`src/hw/rtl/scp_pkg.sv`:
```
// ----------------------------------------------------------------------------
// scp_pkg
// shared constants, types and text helpers for the servo command line parser
// ----------------------------------------------------------------------------
package scp_pkg;

  localparam int unsigned LineCapacity = 16;

  localparam logic [7:0] ChCr   = 8'h0d;
  localparam logic [7:0] ChLf   = 8'h0a;
  localparam logic [7:0] ChNul  = 8'h00;
  localparam logic [7:0] ChZero = 8'h30;
  localparam logic [7:0] ChNine = 8'h39;

  localparam int unsigned OpenLen  = 9;
  localparam int unsigned CloseLen = 10;
  localparam int unsigned PrefLen  = 12;

  localparam logic [8*OpenLen-1:0]  TxtOpen  = "GATE OPEN";
  localparam logic [8*CloseLen-1:0] TxtClose = "GATE CLOSE";
  localparam logic [8*PrefLen-1:0]  TxtPref  = "SERVO ANGLE=";

  localparam logic [7:0]  MaxAngle = 8'd180;
  localparam logic [7:0]  MinAngle = 8'd0;
  localparam logic [10:0] MinPulse = 11'd1000;

  // angle * 1000 / 180 == (angle * 182050) >> 15 for every angle up to 180
  localparam logic [17:0] PulseRecip = 18'd182050;
  localparam int unsigned PulseShift = 15;

  typedef enum logic [1:0] {
    KIND_OPEN   = 2'd0,
    KIND_CLOSE  = 2'd1,
    KIND_DIRECT = 2'd2
  } kind_e;

  typedef struct packed {
    logic       hit;
    kind_e      kind;
    logic [7:0] angle;
  } result_t;

  function automatic logic [7:0] open_char(input logic [3:0] idx);
    return TxtOpen[8*(OpenLen-1-int'(idx)) +: 8];
  endfunction

  function automatic logic [7:0] close_char(input logic [3:0] idx);
    return TxtClose[8*(CloseLen-1-int'(idx)) +: 8];
  endfunction

  function automatic logic [7:0] pref_char(input logic [3:0] idx);
    return TxtPref[8*(PrefLen-1-int'(idx)) +: 8];
  endfunction

endpackage

```
`src/hw/rtl/scp_line_tracker.sv`:
```
// ----------------------------------------------------------------------------
// scp_line_tracker
// follows the current line one byte at a time and matches the commands
// ----------------------------------------------------------------------------
module scp_line_tracker #(
  parameter int unsigned LineCapacity = scp_pkg::LineCapacity
) (
  input  logic              clk_i,
  input  logic              rst_ni,
  input  logic              step_i,
  input  logic [7:0]        byte_i,
  output scp_pkg::result_t  result_o
);
  import scp_pkg::*;

  localparam int unsigned LenW = $clog2(LineCapacity);

  logic [LenW-1:0] len_q, len_d;
  logic [LenW-1:0] eff_q, eff_d;
  logic            zero_q, zero_d;
  logic            open_ok_q, open_ok_d;
  logic            close_ok_q, close_ok_d;
  logic            pref_ok_q, pref_ok_d;
  logic            dig_ok_q, dig_ok_d;
  logic [7:0]      val_q, val_d;

  logic            is_digit;
  logic [10:0]     next_val;
  logic            open_hit, close_hit, direct_hit;

  assign is_digit = (byte_i >= ChZero) && (byte_i <= ChNine);
  assign next_val = 11'(val_q) * 11'd10 + 11'(byte_i - ChZero);

  assign open_hit   = open_ok_q && (eff_q == LenW'(OpenLen));
  assign close_hit  = close_ok_q && (eff_q == LenW'(CloseLen));
  assign direct_hit = pref_ok_q && dig_ok_q && (eff_q > LenW'(PrefLen));

  always_comb begin
    result_o.hit   = (byte_i == ChLf) && (open_hit || close_hit || direct_hit);
    result_o.kind  = KIND_DIRECT;
    result_o.angle = val_q;
    if (open_hit) begin
      result_o.kind  = KIND_OPEN;
      result_o.angle = MaxAngle;
    end else if (close_hit) begin
      result_o.kind  = KIND_CLOSE;
      result_o.angle = MinAngle;
    end
  end

  always_comb begin
    len_d      = len_q;
    eff_d      = eff_q;
    zero_d     = zero_q;
    open_ok_d  = open_ok_q;
    close_ok_d = close_ok_q;
    pref_ok_d  = pref_ok_q;
    dig_ok_d   = dig_ok_q;
    val_d      = val_q;
    if (byte_i == ChCr) begin
      // ignored
    end else if ((byte_i == ChLf) || (len_q == LenW'(LineCapacity - 1))) begin
      len_d      = '0;
      eff_d      = '0;
      zero_d     = 1'b0;
      open_ok_d  = 1'b1;
      close_ok_d = 1'b1;
      pref_ok_d  = 1'b1;
      dig_ok_d   = 1'b1;
      val_d      = '0;
    end else begin
      len_d = len_q + 1'b1;
      if (!zero_q) begin
        if (byte_i == ChNul) begin
          zero_d = 1'b1;
        end else begin
          eff_d = eff_q + 1'b1;
          if (eff_q < LenW'(OpenLen)) begin
            open_ok_d = open_ok_q && (byte_i == open_char(eff_q[3:0]));
          end else begin
            open_ok_d = 1'b0;
          end
          if (eff_q < LenW'(CloseLen)) begin
            close_ok_d = close_ok_q && (byte_i == close_char(eff_q[3:0]));
          end else begin
            close_ok_d = 1'b0;
          end
          if (eff_q < LenW'(PrefLen)) begin
            pref_ok_d = pref_ok_q && (byte_i == pref_char(eff_q[3:0]));
          end else begin
            dig_ok_d = dig_ok_q && is_digit && (next_val <= 11'(MaxAngle));
            val_d    = next_val[7:0];
          end
        end
      end
    end
  end

  always_ff @(posedge clk_i or negedge rst_ni) begin
    if (!rst_ni) begin
      len_q      <= '0;
      eff_q      <= '0;
      zero_q     <= 1'b0;
      open_ok_q  <= 1'b1;
      close_ok_q <= 1'b1;
      pref_ok_q  <= 1'b1;
      dig_ok_q   <= 1'b1;
      val_q      <= '0;
    end else if (step_i) begin
      len_q      <= len_d;
      eff_q      <= eff_d;
      zero_q     <= zero_d;
      open_ok_q  <= open_ok_d;
      close_ok_q <= close_ok_d;
      pref_ok_q  <= pref_ok_d;
      dig_ok_q   <= dig_ok_d;
      val_q      <= val_d;
    end
  end

endmodule

```
`src/hw/rtl/servo_command_line_parser_core.sv`:
```
// a line feed byte is held in the input register, then its result is held in the result register
// throughput: one byte per cycle while in_stall_o is low; the line state updates once per byte
// the input register stalls only while a held result is not taken
// reset: asynchronous, active low; clears the line and the valid bits of both pipeline registers
// ----------------------------------------------------------------------------
// servo_command_line_parser_core
// serial command line parser giving servo angle, pulse width and timer compare
// ----------------------------------------------------------------------------
module servo_command_line_parser_core #(
  parameter int unsigned LineCapacity = scp_pkg::LineCapacity
) (
  input  logic                clk_i,
  input  logic                rst_ni,
  input  logic                in_valid_i,
  output logic                in_stall_o,
  input  logic [7:0]          rx_byte_i,
  output logic                out_valid_o,
  input  logic                out_stall_i,
  output scp_pkg::kind_e      command_kind_o,
  output logic [7:0]          angle_degrees_o,
  output logic [10:0]         pulse_micros_o,
  output logic [11:0]         compare_ticks_o
);
  import scp_pkg::*;

  logic            s1_valid_q;
  logic [7:0]      s1_byte_q;
  logic            out_free;
  logic            advance;
  result_t         result;
  logic [25:0]     pulse_prod;
  logic [10:0]     pulse_d;

  logic            out_valid_q;
  kind_e           kind_q;
  logic [7:0]      angle_q;
  logic [10:0]     pulse_q;

  assign out_free   = !out_valid_q || !out_stall_i;
  assign advance    = s1_valid_q && out_free;
  assign in_stall_o = s1_valid_q && !out_free;

  // input register
  always_ff @(posedge clk_i or negedge rst_ni) begin
    if (!rst_ni) begin
      s1_valid_q <= 1'b0;
    end else if (!in_stall_o) begin
      s1_valid_q <= in_valid_i;
    end
  end

  always_ff @(posedge clk_i) begin
    if (in_valid_i && !in_stall_o) begin
      s1_byte_q <= rx_byte_i;
    end
  end

  scp_line_tracker #(
    .LineCapacity(LineCapacity)
  ) u_tracker (
    .clk_i   (clk_i),
    .rst_ni  (rst_ni),
    .step_i  (advance),
    .byte_i  (s1_byte_q),
    .result_o(result)
  );

  assign pulse_prod = 26'(result.angle) * 26'(PulseRecip);
  assign pulse_d    = MinPulse + 11'(pulse_prod >> PulseShift);

  // result register
  always_ff @(posedge clk_i or negedge rst_ni) begin
    if (!rst_ni) begin
      out_valid_q <= 1'b0;
    end else if (advance) begin
      out_valid_q <= result.hit;
    end else if (!out_stall_i) begin
      out_valid_q <= 1'b0;
    end
  end

  always_ff @(posedge clk_i) begin
    if (advance && result.hit) begin
      kind_q  <= result.kind;
      angle_q <= result.angle;
      pulse_q <= pulse_d;
    end
  end

  assign out_valid_o     = out_valid_q;
  assign command_kind_o  = kind_q;
  assign angle_degrees_o = angle_q;
  assign pulse_micros_o  = pulse_q;
  assign compare_ticks_o = {pulse_q, 1'b0};

endmodule
```
`config.mk`:
```
export PLATFORM = sky130hd
export DESIGN_NAME = servo_command_line_parser_core
export DESIGN_NICKNAME = d
export VERILOG_FILES = /design/src/hw/rtl/scp_pkg.sv /design/src/hw/rtl/scp_line_tracker.sv /design/src/hw/rtl/servo_command_line_parser_core.sv
export SDC_FILE = /design/constraint.sdc
export NUM_CORES = 1
export LEC_CHECK = 0
export BUFFER_PORTS_ARGS = -buffer_cell sky130_fd_sc_hd__buf_2
export CAP_MARGIN = 15
export CORE_MARGIN = 8
export CORE_UTILIZATION = 56
export CTS_BUF_LIST = sky130_fd_sc_hd__clkbuf_4 sky130_fd_sc_hd__clkbuf_8 sky130_fd_sc_hd__clkbuf_16
export DETAILED_ROUTE_END_ITERATION = 10
export PLACE_DENSITY = 0.77
export SLEW_MARGIN = 20
export SYNTH_ARGS = -nofsm -noshare
export SYNTH_HDL_FRONTEND = slang
export SYNTH_SLANG_ARGS = --single-unit
```
`constraint.sdc`:
```
create_clock -name clk_i -period 6.4 [get_ports clk_i]
set_input_delay 1.28 -clock clk_i [delete_from_list [all_inputs] [get_ports clk_i]]
set_output_delay 1.28 -clock clk_i [all_outputs]
set_load 0.01 [all_outputs]
```
==> impl_metrics.tcl, run 1 <==
set metrics [dict create \
    wl_per_cell_um 16.4 \
    start_util_pct 57.3 \
    ys.warnings.count 0 \
    synth.cell_area_um2 5570 \
    cts_tree "built" \
    synth_top_area_cell "ha_1" \
    drive_gt1_share_pct 14.4 \
    relSlewSlack_pct 37.6 \
    grt_setup_unrepaired "no" \
    dp_hpwl_um 10100 \
    endpoint_kind "register" \
    cts_buffers 5 \
    area_growth_pct 8.04 \
    insertion_delay_ns 0.32 \
    drtAntennaViolNets 0 \
    cpMaxStageDelayCell "fa_1" \
    stdcell_count 765 \
    path_cells "inv_1 > ha_1 > ha_1 > and3_1 > nor2_2 > nand2_1 > inv_1 > fa_1 > fa_1 > fa_1 > inv_1 > fa_1 > inv_1 > ha_1 > nand4_1 > o22ai_2 > nor4_2 > a21oi_2 > xor2_1 > a2111o_1 > or4b_1 > nand3_1 > xor2_1" \
    ys_top_cells_by_count "ha_1, inv_1, a21oi_1" \
    hold_viol 0 \
    yosysSeqAreaShare_pct 26.0 \
    r2r.worst_path.cells 23 \
    num_io_pins 47 \
    min_path_cells 1 \
    grt_overflow_total 0 \
    synth_edf_count 29 \
    setup_viol 0 \
    cts_sinks 52 \
    cp_top_family "adder cells" \
    nNetsFinal 755 \
    antenna_found_initial 0 \
    cp_max_fo 7 \
    clk_pin_slew_ns 0.10 \
    fmax_ghz 0.166 \
    dieArea_um2 13400 \
    worst-path-buf-inv 4 \
    grt_max_degree 29 \
    multi_input_area_um2 3680 \
    synth.most_common_cell "ha_1" \
    synthTopCellsByArea "ha_1, edfxtp_1, dfrtp_1" \
    async_flop_share_pct 44.2 \
    die_h_um 116 \
    critPathArrivalTime_ns 6.12 \
    ys.flop_type "edfxtp_1" \
    grt_pass1_vias 4563 \
    ys_ff_latch 52 \
    grt_first_pass_wirelength_um 21100 \
    ff_latch_area_um2 1450 \
    postRouteWirelength_um 12600 \
    hold_slack_ns 0.514 \
    min_period_ns 6.04 \
    vias 4479 \
    dp_cells 757 \
    syn_avg_cell_area_um2 9.35 \
    syn_nets 720 \
    drt-initial-drc-count 284 \
    cts_setup_buffers 0 \
    via_per_inst 5.85 \
    syn_inst 596 \
    insertedDiodeCount 0 \
    status "finished clean" \
    htreeDepth 2 \
    row_count 36 \
    max_stage_delay_ns 0.54 \
    clockBufferDepth 2 \
    track_usage_pct 19.6 \
    hold_class "register to register" \
    yosysTopAreaCellShare_pct 20.0 \
    cp.depth 23 \
    tightest_slew_ns 0.934 \
    route.detailed.drc 0 \
    gp_congestion 0.897 \
    r2r_slack_ns 0.36 \
    yosysUniqueCellTypes 69 \
    start_kind "register" \
    finalSetupTns_ns 0 \
    fill_cells 825 \
    drv_slew 0 \
    portBuffers 45 \
    worstSetupPathType "register to register" \
    cp.required_ns 6.48 \
    clock_tree.root_cell "clkbuf_8" \
    core-area_um2 9730 \
    fin_crit_sh_pct 94.4 \
    cap_viol_max_count 0 \
    first_pass_iters 6 \
    die_w_um 116 \
    worst_clock_skew_ns 0.0152 \
]
## stage by stage
step	area [µm²]	setup slack [ns]	utilization, %
floorplan	5570	0.0903	-
global placement	5910	0.439	60.7
detailed placement	5910	0.204	60.7
global route	6020	0.000382	61.9
CTS	6000	0.219	61.7
finish	6020	0.358	61.9
## placed cells by master (no fill, tap or decap), types with 3 or more instances in the layout
cell,synthesis,routed
nand2_1,33,33
clkbuf_8,0,5
nand2b_1,7,7
nor2b_1,5,5
a22o_1,9,9
o311ai_1,2,3
nor3_1,8,8
mux2i_1,5,5
a21oi_1,41,40
xnor2_1,32,32
a31oi_1,4,4
dfstp_2,4,4
o21bai_1,5,5
and2_1,3,3
buf_4,13,16
nor2_1,36,34
nand3_1,9,9
xor2_1,23,23
buf_2,2,45
nand4_1,9,9
a211oi_1,4,4
inv_1,73,72
fa_1,23,23
a21o_1,10,10
o211ai_1,3,3
ha_1,89,89
o21ai_0,30,29
dfrtp_1,19,19
edfxtp_1,29,29
## metal layers
metal	track usage (%)	vias to the layer above	share of wire (%)	routed length [µm]
met3	3.49	20	7.0	877
met1	23.2	2171	41	5090
met5	0	-	0	0
li1	-	2126	-	-
met2	35.9	162	51	6410
met4	4.93	0	1.5	186
## what timing repair did
item                                    in CTS  in global routing
endpoints found under the setup margin       0                  3
hold buffers                                 0                  0
gates resized for setup                      0                  7
## sequential cells by signal, summed over array words and instances, names as in the netlist
register,flops
u_tracker.open_ok_q,1
pulse_micros_o,11
u_tracker.zero_q,1
u_tracker.len_q,4
u_tracker.close_ok_q,1
u_tracker.dig_ok_q,1
command_kind_o,2
out_valid_o,1
u_tracker.pref_ok_q,1
u_tracker.val_q,8
s1_byte_q,8
u_tracker.eff_q,4
angle_degrees_o,8
s1_valid_q,1
## path summary, 6_finish.rpt
check,startpoint,end
setup / recovery,u_tracker.eff_q[1]$_DFFE_PN0P_,pulse_micros_o[10]$_DFFE_PP_
hold / removal,u_tracker.open_ok_q$_DFFE_PN1P_,u_tracker.open_ok_q$_DFFE_PN1P_
setup reg to reg,u_tracker.eff_q[1]$_DFFE_PN0P_,pulse_micros_o[10]$_DFFE_PP_
hold reg to reg,u_tracker.open_ok_q$_DFFE_PN1P_,u_tracker.open_ok_q$_DFFE_PN1P_
max in group asynchronous,rst_ni,u_tracker.open_ok_q$_DFFE_PN1P_
min in group asynchronous,rst_ni,u_tracker.len_q[0]$_DFFE_PN0P_
## cells by family (layout without fill, tap and decap cells)
group	count (synthesis)	in the layout	share of synthesized area (%)
compound gates	133	133	15.5
xor+xnor	55	55	8.65
fa+ha+maj	112	112	28.3
buf+inv	108	144	8.47
flops	52	52	26.0
mux	6	6	1.10
other cells	1	1	0.0673
simple gates	129	129	11.9
## area by class of cell
cell class | count | share of cell area [%]
flip-flops and latches | 52 | 24.1
multi-input cells | 436 | 61.1
clock inverters | 2 | 0.249
inverters | 75 | 4.80
repair buffers | 61 | 5.74
well taps | 133 | 2.76
clock buffers | 6 | 1.27
Power of run 1 is not shown: default switching activity piles up to over one toggle a cycle in this logic, so the estimate is an artifact.
==> run 2: changes to the inputs <==
Settings changed: CORE_ASPECT_RATIO set to 1.2.
==> impl_metrics.tcl, run 2 (same netlist as run 1, synthesis figures left out) <==
set metrics [dict create \
    status "finished clean" \
    cpMaxStageDelayCell "fa_1" \
    antenna_found_initial 0 \
    dp_cells 751 \
    tightest_slew_ns 0.619 \
    cts_setup_buffers 0 \
    worst-path-buf-inv 4 \
    fill_cells 816 \
    gp_congestion 0.952 \
    dieArea_um2 13400 \
    cp.required_ns 6.45 \
    track_usage_pct 19.8 \
    cts_buffers 5 \
    drv_slew 0 \
    die_w_um 107 \
    hold_class "register to register" \
    insertedDiodeCount 0 \
    fin_ws_ns 0.310 \
    vias 4408 \
    cts_tree "built" \
    area_growth_pct 9.25 \
    fin_crit_sh_pct 95.2 \
    grt_overflow_total 0 \
    cp_top_family "adder cells" \
    start_kind "register" \
    wl_per_cell_um 17.0 \
    portBuffers 45 \
    dp_hpwl_um 10400 \
    hold_viol 0 \
    insertion_delay_ns 0.29 \
    row_count 40 \
    clock_tree.root_cell "clkbuf_16" \
    start_util_pct 56.5 \
    dp_slack_ns 0.255 \
    drtAntennaViolNets 0 \
    fmax_ghz 0.164 \
    cts_sinks 52 \
    clockBufferDepth 2 \
    grt_pass1_vias 4598 \
    final_cell_mix "ha_1, inv_1, buf_2, a21oi_1, nor2_1" \
    endpoint_kind "register" \
    relSlewSlack_pct 58.8 \
    setup_viol 0 \
    drive_gt1_share_pct 14.2 \
    final_common_cell "ha_1" \
    worst_clock_skew_ns 0.00660 \
    nNetsFinal 756 \
    grt_max_degree 29 \
    core-area_um2 9860 \
    first_pass_iters 4 \
    min_period_ns 6.09 \
    path_cells "inv_1 > ha_1 > ha_1 > and3_2 > nor2_1 > nand2_1 > inv_1 > fa_1 > fa_1 > fa_1 > inv_1 > fa_1 > inv_1 > ha_1 > nand4_1 > o22ai_1 > nor4_2 > a21oi_2 > xor2_1 > a2111o_1 > or4b_1 > nand3_1 > xor2_1" \
    die_h_um 125 \
    largest_register_ffs 11 \
    num_io_pins 47 \
    stdcell_count 759 \
    multi_input_area_um2 3670 \
    grt_first_pass_wirelength_um 21700 \
    via_per_inst 5.81 \
    htreeDepth 2 \
    finalSetupTns_ns 0 \
    drt-initial-drc-count 170 \
    clk_pin_slew_ns 0.07 \
    grt_setup_unrepaired "no" \
    cts_hold_buffers 0 \
    ff_latch_area_um2 1450 \
    worstSetupPathType "register to register" \
    ctsResizeCount 0 \
    critPathArrivalTime_ns 6.14 \
    fin_util_pct 61.7 \
    max_stage_delay_ns 0.52 \
    route.detailed.drc 0 \
    cp_max_fo 7 \
    postRouteWirelength_um 12900 \
    cap_viol_max_count 0 \
]
==> run 2: final cells by class <==
type                       instances  area share [%]
multi-input combinational        436            60.3
sequential                        52            23.8
timing repair buffer              62            5.80
inverter                          75            4.75
tap                              126            2.59
clock buffer                       6            2.18
clock inverter                     2           0.576
==> run 2: stage by stage <==
step                      area [µm²]  hold slack, ns
after detailed placement        5910           0.499
after global routing            6090           0.531
after floorplan                 5570           0.450
final                           6090           0.515
after CTS                       6070           0.516
after global placement          5910           0.480
==> run 2: worst paths after layout <==
kind	slack, ns	cells after the start	end	from
min reg2reg	0.51	2	u_tracker.dig_ok_q$_DFFE_PN1P_	u_tracker.dig_ok_q$_DFFE_PN1P_
min in group asynchronous	0.96	1	u_tracker.eff_q[0]$_DFFE_PN0P_	rst_ni
min	0.51	2	u_tracker.dig_ok_q$_DFFE_PN1P_	u_tracker.dig_ok_q$_DFFE_PN1P_
max	0.31	23	pulse_micros_o[10]$_DFFE_PP_	u_tracker.eff_q[2]$_DFFE_PN0P_
max reg2reg	0.31	23	pulse_micros_o[10]$_DFFE_PP_	u_tracker.eff_q[2]$_DFFE_PN0P_
max in group asynchronous	5.06	1	u_tracker.dig_ok_q$_DFFE_PN1P_	rst_ni
==> run 2: per-layer routing <==
layer | wire, µm | up-vias | global-route usage (%)
met5 | 0 | - | 0
met3 | 680 | 40 | 3.75
met1 | 5120 | 2082 | 22.4
met2 | 6680 | 147 | 35.0
li1 | - | 2139 | -
met4 | 400 | 0 | 8.71
==> run 2: worst reg2reg max path, cell delays in order (launching register included) <==
cell	delay, ns
dfrtp_1	0.39
inv_1	0.09
ha_1	0.18
ha_1	0.18
and3_2	0.27
nor2_1	0.09
nand2_1	0.10
inv_1	0.14
fa_1	0.47
fa_1	0.49
fa_1	0.53
inv_1	0.06
fa_1	0.52
inv_1	0.04
ha_1	0.36
nand4_1	0.15
o22ai_1	0.26
nor4_2	0.09
a21oi_2	0.21
xor2_1	0.15
a2111o_1	0.44
or4b_1	0.48
nand3_1	0.11
xor2_1	0.06
Power of run 2 is left out for the same reason.
==> run 3: changes to the inputs <==
Settings changed: GPL_TIMING_DRIVEN set to 0.
==> impl_metrics.tcl, run 3 (same netlist as run 1, synthesis figures left out) <==
set metrics [dict create \
    track_usage_pct 19.2 \
    drive_gt1_share_pct 19.1 \
    num_io_pins 47 \
    worst-path-buf-inv 7 \
    clk_pin_slew_ns 0.07 \
    insertedDiodeCount 0 \
    drt-initial-drc-count 234 \
    tightest_slew_ns 0.978 \
    die_w_um 107 \
    route.detailed.drc 0 \
    antenna_found_initial 0 \
    cp-startpoint "u_tracker.eff_q[2]$_DFFE_PN0P_" \
    hold_viol 0 \
    via_per_inst 5.84 \
    cap_viol_max_count 0 \
    drtAntennaViolNets 0 \
    clock_tree.root_cell "clkbuf_16" \
    worstSetupPathType "register to register" \
    fin_util_pct 64.7 \
    grt_pass1_vias 4679 \
    wl_per_cell_um 16.4 \
    gr-usage-met1_pct 21.0 \
    start_kind "register" \
    hold_class "register to register" \
    gp_congestion 0.973 \
    met3_usage_pct 3.29 \
    first_pass_iters 5 \
    drv_slew 0 \
    cp_max_fo 9 \
    fin_crit_sh_pct 97.8 \
    dp_slack_ns -0.976 \
    cpMaxStageDelayCell "fa_1" \
    cts_buffers 5 \
    cp_top_family "adder cells" \
    vias 4600 \
    gr-usage-met2_pct 36.0 \
    r2r_start "u_tracker.eff_q[2]$_DFFE_PN0P_" \
    r2r_slack_ns 0.14 \
    largest_register_ffs 11 \
    grt-busiest-layer "met2" \
    critPathArrivalTime_ns 6.30 \
    fill_cells 777 \
    htreeDepth 2 \
    cp.required_ns 6.44 \
    cts_sinks 52 \
    start_util_pct 56.5 \
    insertion_delay_ns 0.30 \
    row_count 40 \
    setup_viol 0 \
    nNetsFinal 784 \
    fin_ws_ns 0.143 \
    hold_slack_ns 0.508 \
    relSlewSlack_pct 33.9 \
    min_period_ns 6.26 \
    dp_hpwl_um 10100 \
    worst_clock_skew_ns 0.00848 \
    clockBufferDepth 2 \
    dieArea_um2 13400 \
    final_common_cell "ha_1" \
    status "finished clean" \
    core-area_um2 9860 \
    postRouteWirelength_um 12900 \
    final_cell_mix "ha_1, inv_1, buf_2, a21oi_1" \
    cts_tree "built" \
    endpoint_kind "register" \
    grt_overflow_total 0 \
    worstHoldStart "u_tracker.zero_q$_DFFE_PN0P_" \
    fmax_ghz 0.160 \
    area_growth_pct 14.6 \
    grt_max_degree 24 \
    portBuffers 45 \
    grt_first_pass_wirelength_um 21200 \
    max_stage_delay_ns 0.52 \
    cp_common_cell "fa_1" \
    die_h_um 125 \
]
==> run 3: changes by cell type in the layout (fill, tap and decap cells not counted), sizes merged <==
| cell | before | now |
|---|---|---|
| clkinv | 1 | 0 |
| clkinvlp | 0 | 1 |
| inv | 75 | 74 |
| bufinv | 1 | 0 |
| buf | 62 | 76 |
| clkbuf | 6 | 22 |
==> run 3: layout make-up <==
type,count,area [µm²],area share [%]
inverter,75,300,4.70
multi-input combinational,436,3800,59.5
timing repair buffer,57,310,4.86
tap,126,158,2.47
buffer,33,204,3.19
clock buffer,8,160,2.51
sequential,52,1450,22.7
==> run 3: metal layers <==
layer / vias up / wire length (µm) / share of wire (%)
li1: 2193 / - / -
met3: 37 / 790 / 6.1
met5: - / 0 / 0
met4: 0 / 277 / 2.2
met1: 2221 / 4970 / 39
met2: 149 / 6830 / 53
==> run 3: timing repair <==
| action | CTS | global route |
|---|---|---|
| buffers inserted | 3 | 6 |
| gates cloned | 0 | 0 |
| gates resized for setup | 24 | 24 |
| setup endpoints to repair | 7 | 3 |
| hold buffers | 0 | 0 |
| pin swaps | 3 | 8 |
==> run 3: path summary, 6_finish.rpt <==
path	end	cells after the start
worst min-delay path	u_tracker.zero_q$_DFFE_PN0P_	2
max in group asynchronous	u_tracker.dig_ok_q$_DFFE_PN1P_	1
min in group asynchronous	u_tracker.eff_q[1]$_DFFE_PN0P_	1
worst max register to register	pulse_micros_o[10]$_DFFE_PP_	25
worst min register to register	u_tracker.zero_q$_DFFE_PN0P_	2
worst max-delay path	pulse_micros_o[10]$_DFFE_PP_	25
==> run 3: worst register-to-register path, cell delays in order (launching register included) <==
cell and delay (ns):
dfrtp_1 0.42, buf_8 0.17, clkinvlp_4 0.14, ha_4 0.22, ha_4 0.17, and3_1 0.16
buf_6 0.15, o21ai_4 0.18, inv_4 0.10, fa_1 0.39, fa_1 0.47, fa_1 0.52
inv_1 0.05, fa_1 0.52, inv_1 0.07, ha_4 0.29, nand4_1 0.17, o22ai_2 0.22
buf_4 0.16, nor4_4 0.04, a21oi_2 0.25, xor2_2 0.13, a2111o_1 0.35, or4b_1 0.48
nand3_1 0.11, xor2_1 0.07
==> run 3: stage by stage <==
| stage | setup TNS (ns) | instance area (µm²) | instances |
|---|---|---|---|
| 2_1_floorplan | 0 | 5570 | 596 |
| 3_3_place_gp | -31.74 | 5960 | 767 |
| 3_5_place_dp | -3.66 | 5980 | 770 |
| 4_1_cts | 0 | 6240 | 781 |
| 5_1_grt | -0.131 | 6380 | 787 |
| 6_report | 0 | 6380 | 787 |
Power of run 3 is left out for the same reason.
